$ cat config.mk
export PLATFORM = sky130hd
export DESIGN_NAME = hnr_ctrl
export DESIGN_NICKNAME = d
export VERILOG_FILES = /design/src/rtl/hnr_pkg.sv /design/src/rtl/hnr_ctrl.sv
export VERILOG_INCLUDE_DIRS = /design/src /design/src/rtl
export SDC_FILE = /design/constraint.sdc
export NUM_CORES = 1
export LEC_CHECK = 0
export BUFFER_PORTS_ARGS = -buffer_cell sky130_fd_sc_hd__buf_4
export CORE_MARGIN = 2
export CORE_UTILIZATION = 36
export DETAILED_ROUTE_END_ITERATION = 8
export PLACE_DENSITY = 0.73
export SYNTH_ARGS = -nofsm -noshare
export SYNTH_HDL_FRONTEND = slang
export SYNTH_SLANG_ARGS = --single-unit
$ cat constraint.sdc
create_clock -name clk -period 1.3 [get_ports clk]
set_clock_uncertainty 0.1 [all_clocks]
set_input_delay 0.065 -clock clk [delete_from_list [all_inputs] [get_ports clk]]
set_output_delay 0.065 -clock clk [all_outputs]
set_load 0.01 [all_outputs]
$ cat src/rtl/hashed_name_registry_core_defines.svh
// ---------------------------------------------------------------------------
// hashed name registry assertion macros
// shared property wrappers clocked on clk with synchronous active-low reset
// ---------------------------------------------------------------------------
`ifndef HASHED_NAME_REGISTRY_CORE_DEFINES_SVH
`define HASHED_NAME_REGISTRY_CORE_DEFINES_SVH

// property checked outside reset
`define HNR_ASSERT(lbl, prop, msg) \
  lbl: assert property (@(posedge clk) disable iff (!rst_n) prop) else $error(msg);

// property checked at every edge, reset included
`define HNR_ASSERT_ALWAYS(lbl, prop, msg) \
  lbl: assert property (@(posedge clk) prop) else $error(msg);

`endif

$ cat src/rtl/hnr_pkg.sv
// ---------------------------------------------------------------------------
// hnr_pkg
// shared types, codes and constants of the hashed name registry
// ---------------------------------------------------------------------------
`timescale 1ns / 1ps

package hnr_pkg;

  // default sizes
  localparam int DEF_TABLE_SLOTS = 128;
  localparam int DEF_NAME_BYTES  = 8;
  localparam int DEF_HANDLE_BITS = 16;

  // fixed field widths
  localparam int MODE_W   = 2;
  localparam int KEY_W    = 64;
  localparam int HANDLE_W = 16;
  localparam int STATUS_W = 2;
  localparam int IN_W     = 88;
  localparam int OUT_W    = 24;

  // fnv-1a
  localparam logic [31:0] FNV_BASIS  = 32'd2166136261;
  localparam logic [31:0] FNV_PRIME  = 32'd16777619;
  localparam logic [31:0] MARK_EMPTY = 32'h0000_0000;
  localparam logic [31:0] MARK_TOMB  = 32'hFFFF_FFFF;

  // operation codes
  localparam logic [MODE_W-1:0] MODE_INSERT = 2'd0;
  localparam logic [MODE_W-1:0] MODE_REMOVE = 2'd1;
  localparam logic [MODE_W-1:0] MODE_FIND   = 2'd2;

  // result codes
  localparam logic [STATUS_W-1:0] ST_OK   = 2'd0;
  localparam logic [STATUS_W-1:0] ST_DUP  = 2'd1;
  localparam logic [STATUS_W-1:0] ST_FULL = 2'd2;
  localparam logic [STATUS_W-1:0] ST_NONE = 2'd3;

  // controller to datapath commands
  typedef struct packed {
    logic                load;
    logic                hash_step;
    logic                mod_start;
    logic                mod_step;
    logic                probe_start;
    logic                rd;
    logic                adv;
    logic                note_tomb;
    logic                wr_ins;
    logic                wr_tomb;
    logic                clr_step;
    logic                res_set;
    logic [STATUS_W-1:0] res_status;
    logic                res_found;
  } cmd_t;

  // datapath to controller status
  typedef struct packed {
    logic [MODE_W-1:0] mode;
    logic              hash_done;
    logic              mod_done;
    logic              clr_done;
    logic              load_full;
    logic              is_empty;
    logic              is_tomb;
    logic              hash_eq;
    logic              name_eq;
    logic              handle_eq;
    logic              probe_last;
  } sts_t;

endpackage

$ cat src/rtl/hnr_ctrl.sv
// ---------------------------------------------------------------------------
// hnr_ctrl
// request sequencer: clear pass, hash, index reduction, probe and reply
// ---------------------------------------------------------------------------
`timescale 1ns / 1ps
`include "hashed_name_registry_core_defines.svh"

module hnr_ctrl (
  input  logic          clk,
  input  logic          rst_n,
  input  logic          in_tvalid,
  output logic          in_tready,
  output logic          out_tvalid,
  input  logic          out_tready,
  input  hnr_pkg::sts_t sts,
  output hnr_pkg::cmd_t cmd
);

  typedef enum logic [2:0] {
    S_CLEAR, S_IDLE, S_HASH, S_MOD, S_READ, S_CHECK, S_DONE
  } state_t;

  state_t state_r, state_nxt;

  assign in_tready  = (state_r == S_IDLE);
  assign out_tvalid = (state_r == S_DONE);

  // next state and commands
  always_comb begin
    cmd       = '0;
    state_nxt = state_r;
    unique case (state_r)
      S_CLEAR: begin
        cmd.clr_step = 1'b1;
        if (sts.clr_done) begin
          state_nxt = S_IDLE;
        end
      end
      S_IDLE: begin
        if (in_tvalid) begin
          cmd.load  = 1'b1;
          state_nxt = S_HASH;
        end
      end
      S_HASH: begin
        if (sts.hash_done) begin
          cmd.mod_start = 1'b1;
          state_nxt     = S_MOD;
        end else begin
          cmd.hash_step = 1'b1;
        end
      end
      S_MOD: begin
        if (!sts.mod_done) begin
          cmd.mod_step = 1'b1;
        end else if (sts.mode != hnr_pkg::MODE_INSERT && sts.mode != hnr_pkg::MODE_REMOVE &&
                     sts.mode != hnr_pkg::MODE_FIND) begin
          cmd.res_set    = 1'b1;
          cmd.res_status = hnr_pkg::ST_NONE;
          state_nxt      = S_DONE;
        end else if (sts.mode == hnr_pkg::MODE_INSERT && sts.load_full) begin
          cmd.res_set    = 1'b1;
          cmd.res_status = hnr_pkg::ST_FULL;
          state_nxt      = S_DONE;
        end else begin
          cmd.probe_start = 1'b1;
          state_nxt       = S_READ;
        end
      end
      S_READ: begin
        cmd.rd    = 1'b1;
        state_nxt = S_CHECK;
      end
      S_CHECK: begin
        state_nxt   = S_DONE;
        cmd.res_set = 1'b1;
        priority if (sts.mode == hnr_pkg::MODE_INSERT) begin
          priority if (sts.is_empty) begin
            cmd.wr_ins     = 1'b1;
            cmd.res_status = hnr_pkg::ST_OK;
          end else if (sts.hash_eq && sts.name_eq) begin
            cmd.res_status = hnr_pkg::ST_DUP;
          end else if (sts.probe_last) begin
            cmd.res_status = hnr_pkg::ST_FULL;
          end else begin
            cmd.res_set   = 1'b0;
            cmd.adv       = 1'b1;
            cmd.note_tomb = sts.is_tomb;
            state_nxt     = S_READ;
          end
        end else if (sts.mode == hnr_pkg::MODE_REMOVE) begin
          priority if (sts.is_empty) begin
            cmd.res_status = hnr_pkg::ST_NONE;
          end else if (sts.hash_eq && sts.handle_eq) begin
            cmd.wr_tomb    = 1'b1;
            cmd.res_status = hnr_pkg::ST_OK;
          end else if (sts.probe_last) begin
            cmd.res_status = hnr_pkg::ST_NONE;
          end else begin
            cmd.res_set = 1'b0;
            cmd.adv     = 1'b1;
            state_nxt   = S_READ;
          end
        end else begin
          priority if (sts.is_empty) begin
            cmd.res_status = hnr_pkg::ST_NONE;
          end else if (sts.hash_eq && sts.name_eq) begin
            cmd.res_status = hnr_pkg::ST_OK;
            cmd.res_found  = 1'b1;
          end else if (sts.probe_last) begin
            cmd.res_status = hnr_pkg::ST_NONE;
          end else begin
            cmd.res_set = 1'b0;
            cmd.adv     = 1'b1;
            state_nxt   = S_READ;
          end
        end
      end
      S_DONE: begin
        if (out_tready) begin
          state_nxt = S_IDLE;
        end
      end
      default: begin
        state_nxt = S_IDLE;
      end
    endcase
  end

  // state register
  always_ff @(posedge clk) begin
    if (!rst_n) begin
      state_r <= S_CLEAR;
    end else begin
      state_r <= state_nxt;
    end
  end

  // checks
  `HNR_ASSERT_ALWAYS(a_reset_quiet, !rst_n |=> (!in_tready && !out_tvalid), "busy after reset")
  `HNR_ASSERT(a_no_overlap, !(in_tready && out_tvalid), "input and reply open together")
  `HNR_ASSERT(a_accept_closes, (in_tvalid && in_tready) |=> !in_tready, "second request taken")
  `HNR_ASSERT(a_reply_reopens, (out_tvalid && out_tready) |=> in_tready, "not idle after reply")
  `HNR_ASSERT(a_one_write, !(cmd.wr_ins && cmd.wr_tomb), "insert and remove write together")

endmodule

==> qor.txt <==
Required @ worst endpoint = 1.33 ns
DR WL/cell = 13.06 um
run status = complete, but fails checks
Logic pwr share = 73.2%
Leakage = 0.4839 nW
Final Non-Filler Cells = 143
die area = 1697 um^2
worst hold stages = 4
Yosys top cell area share = 12.06%
via count = 772
ys async rst share = 0%
reg-to-reg endpoint = state_r[0]
first-pass GRT wire length = 2277 um
Antenna diodes = 0
Worst-path clk slew = 0.04 ns
largest net degree at the start of global routing = 11
Yosys Warn Count = 0
layout cell share with drive strength beyond 1 = 60.16%
sequential area share after synthesis = 12.06%
Max FO, Critical Path = 6
EDFF count, synth = 0
Worst Hold Launch = out_tready
Synth Instances = 76
DRC violation total after the first TritonRoute iteration = 10
Max VDD drop = 0.5729 mV
clk root buf = clkbuf_4
Post-DP HPWL = 1296 um
Row Count = 13
post-synthesis net count = 92
core area = 1301 um^2
f_max = 0.6235 GHz
Startpoint Class = flop
Worst R2R Setup Slack = -0.30 ns
RSZ-0062 raised after global routing = yes
Chip Width = 41.19 um
R2R Path Start = state_r[1]
worst hold path type = in -> reg
Post-layout nets = 145
crit share post-route = 123.4%
Int Pwr = 0.8691 mW
crit path kind = reg -> reg
Pre-antenna DRT Iters = 4
Psw = 0.5430 mW
Synth area leaders = dfxtp_1 (12%), o21ai_0 (7.0%), nand2_1 (6.8%)
Power Total = 1.412 mW
Seq cells post-synth = 3
Top FF cell, synth = dfxtp_1
Initial Util = 38.27%
capturing element type of the critical path = flop
placed cell count = 132
final hold vios = 0
DRT antenna net count = 0
H-tree depth = 1
number of distinct library cells after synthesis = 36
area leader, netlist = dfxtp_1
Worst R2R Path Depth = 6
fin worst setup slack = -0.3039 ns
CTS max path bufs = 2
# DRC = 0
Top reg by flops = state_r
pre-CTS setup slack = -0.1768 ns
chip height = 41.19 um
routed vias/inst = 5.399
initial antenna violation count = 0
Layout area overhead = 107.8%
Slew @ Worst Pin = 0.3293 ns
grt total ovfl = 0
worst-skew pair later-pin latency = 0.24 ns
Reg power frac = 15.1%
total CTS buffers = 3
number of port buffers = 32
min cycle time layout = 1.604 ns
# setup viols final = 17
max reg flops = 3
max-slew violations = 0
Syn Area/Cell = 6.552 um^2
switching share of power = 38.45%
gpl congestion = 0.7786
final wirelength = 1868 um
vias in the first global route = 614
Mapped Area = 498.0 um^2
GRT Util Overall = 19.78%
Hold Crit Endpoint = state_r[2]
failing checks = setup timing
TritonCTS clock tree = yes
Ports = 33
Max-Cap Viols = 0
Clk pwr share = 11.7%
# clock sinks = 3
top cells by count, synth = nand2_1 (9), nor2_1 (9), o21ai_0 (7), nor3_1 (5), inv_1 (4)
Power Dens Cells = 1365 nW/um^2
Max transition margin = 77.76%
crit path DAT = 1.64 ns
largest registers = state_r: 3 flops
[final cells by class]
class / instances / area, um^2
inverters: 4 / 15.01
multi-input cells: 63 / 471.7
clock buffers: 4 / 26.28
well taps: 15 / 18.77
fillers: 89 / 266.5
repair buffers: 54 / 434.2
flip-flops and latches: 3 / 68.82
[placed cells by master, fill, tap and decap left out, types with 2 or more instances in the layout]
| cell type | n |
|---|---|
| nand2_1 | 8 |
| nor2b_1 | 2 |
| mux2i_1 | 2 |
| a21bo_2 | 2 |
| nor2_1 | 7 |
| inv_1 | 4 |
| dfxtp_4 | 2 |
| nand4b_1 | 3 |
| buf_4 | 46 |
| clkbuf_4 | 3 |
| nor3_2 | 5 |
| o21ai_1 | 4 |
| buf_6 | 7 |
| o21ai_0 | 3 |
[repair_timing]
action | 4_1_cts | 5_1_grt
endpoints found under the setup margin | 18 | 19
hold buffers | 0 | 1
buffers inserted | 2 | 5
pin swaps | 7 | 11
gates resized for setup | 12 | 15
hold endpoints to repair | 0 | 1
[power groups by stage]
| stage | clock network (mW) | logic, mW | registers, mW |
|---|---|---|---|
| 2_1_floorplan | 0 | 0.443 | 0.147 |
| 3_3_place_gp | 0 | 0.697 | 0.188 |
| 3_5_place_dp | 0 | 0.715 | 0.191 |
| 4_1_cts | 0.168 | 0.791 | 0.191 |
| 5_1_grt | 0.183 | 1.10 | 0.214 |
| 6_report | 0.166 | 1.03 | 0.213 |
[worst max-delay path, stage by stage (launching register included)]
cell and delay [ns]:
dfxtp_4 0.36, buf_6 0.12, buf_6 0.11, nor4bb_4 0.15
a211oi_2 0.30, mux2i_1 0.12, a311oi_1 0.25
[cells by family (layout without fill, tap and decap cells)]
| logic type | Yosys count | in the layout | synth area share, % |
|---|---|---|---|
| compound gates | 22 | 22 | 31.41 |
| buf+inv | 10 | 62 | 9.796 |
| flops | 3 | 3 | 12.06 |
| mux | 2 | 2 | 4.020 |
| simple gates | 39 | 39 | 42.72 |
[per-stage QoR]
step	TNS (ns)	hold WS (ns)	cell area, um^2	utilization [%]
2_1_floorplan	-0.06619	0.07753	528.0	-
3_3_place_gp	-0.7819	0.2497	858.3	65.96
3_5_place_dp	-0.8738	0.2577	858.3	65.96
4_1_cts	-2.242	0.004912	937.1	72.02
5_1_grt	-4.264	0.08896	1035	79.52
6_report	-3.038	0.08866	1035	79.52
[how the worst max path moves through the flow]
stage | from | to | slack (ns) | cells after the start
floorplan | state_r[2] | state_r[0] | -0.05 | 5
global placement | state_r[1] | state_r[0] | -0.12 | 4
detailed placement | state_r[0] | state_r[1] | -0.18 | 5
CTS | state_r[1] | cmd[2] | -0.22 | 6
global route | state_r[1] | state_r[0] | -0.38 | 6
finish | state_r[1] | state_r[0] | -0.30 | 6
[metal layers]
metal	routed length [um]	global-route usage, %	share of wire, %
met5	0	0	0
met4	22	9.677	1.2
met3	115	3.804	6.2
met2	1046	39.84	56
met1	684	18.27	37
No activity file was read; power rests on OpenSTA's default activity.
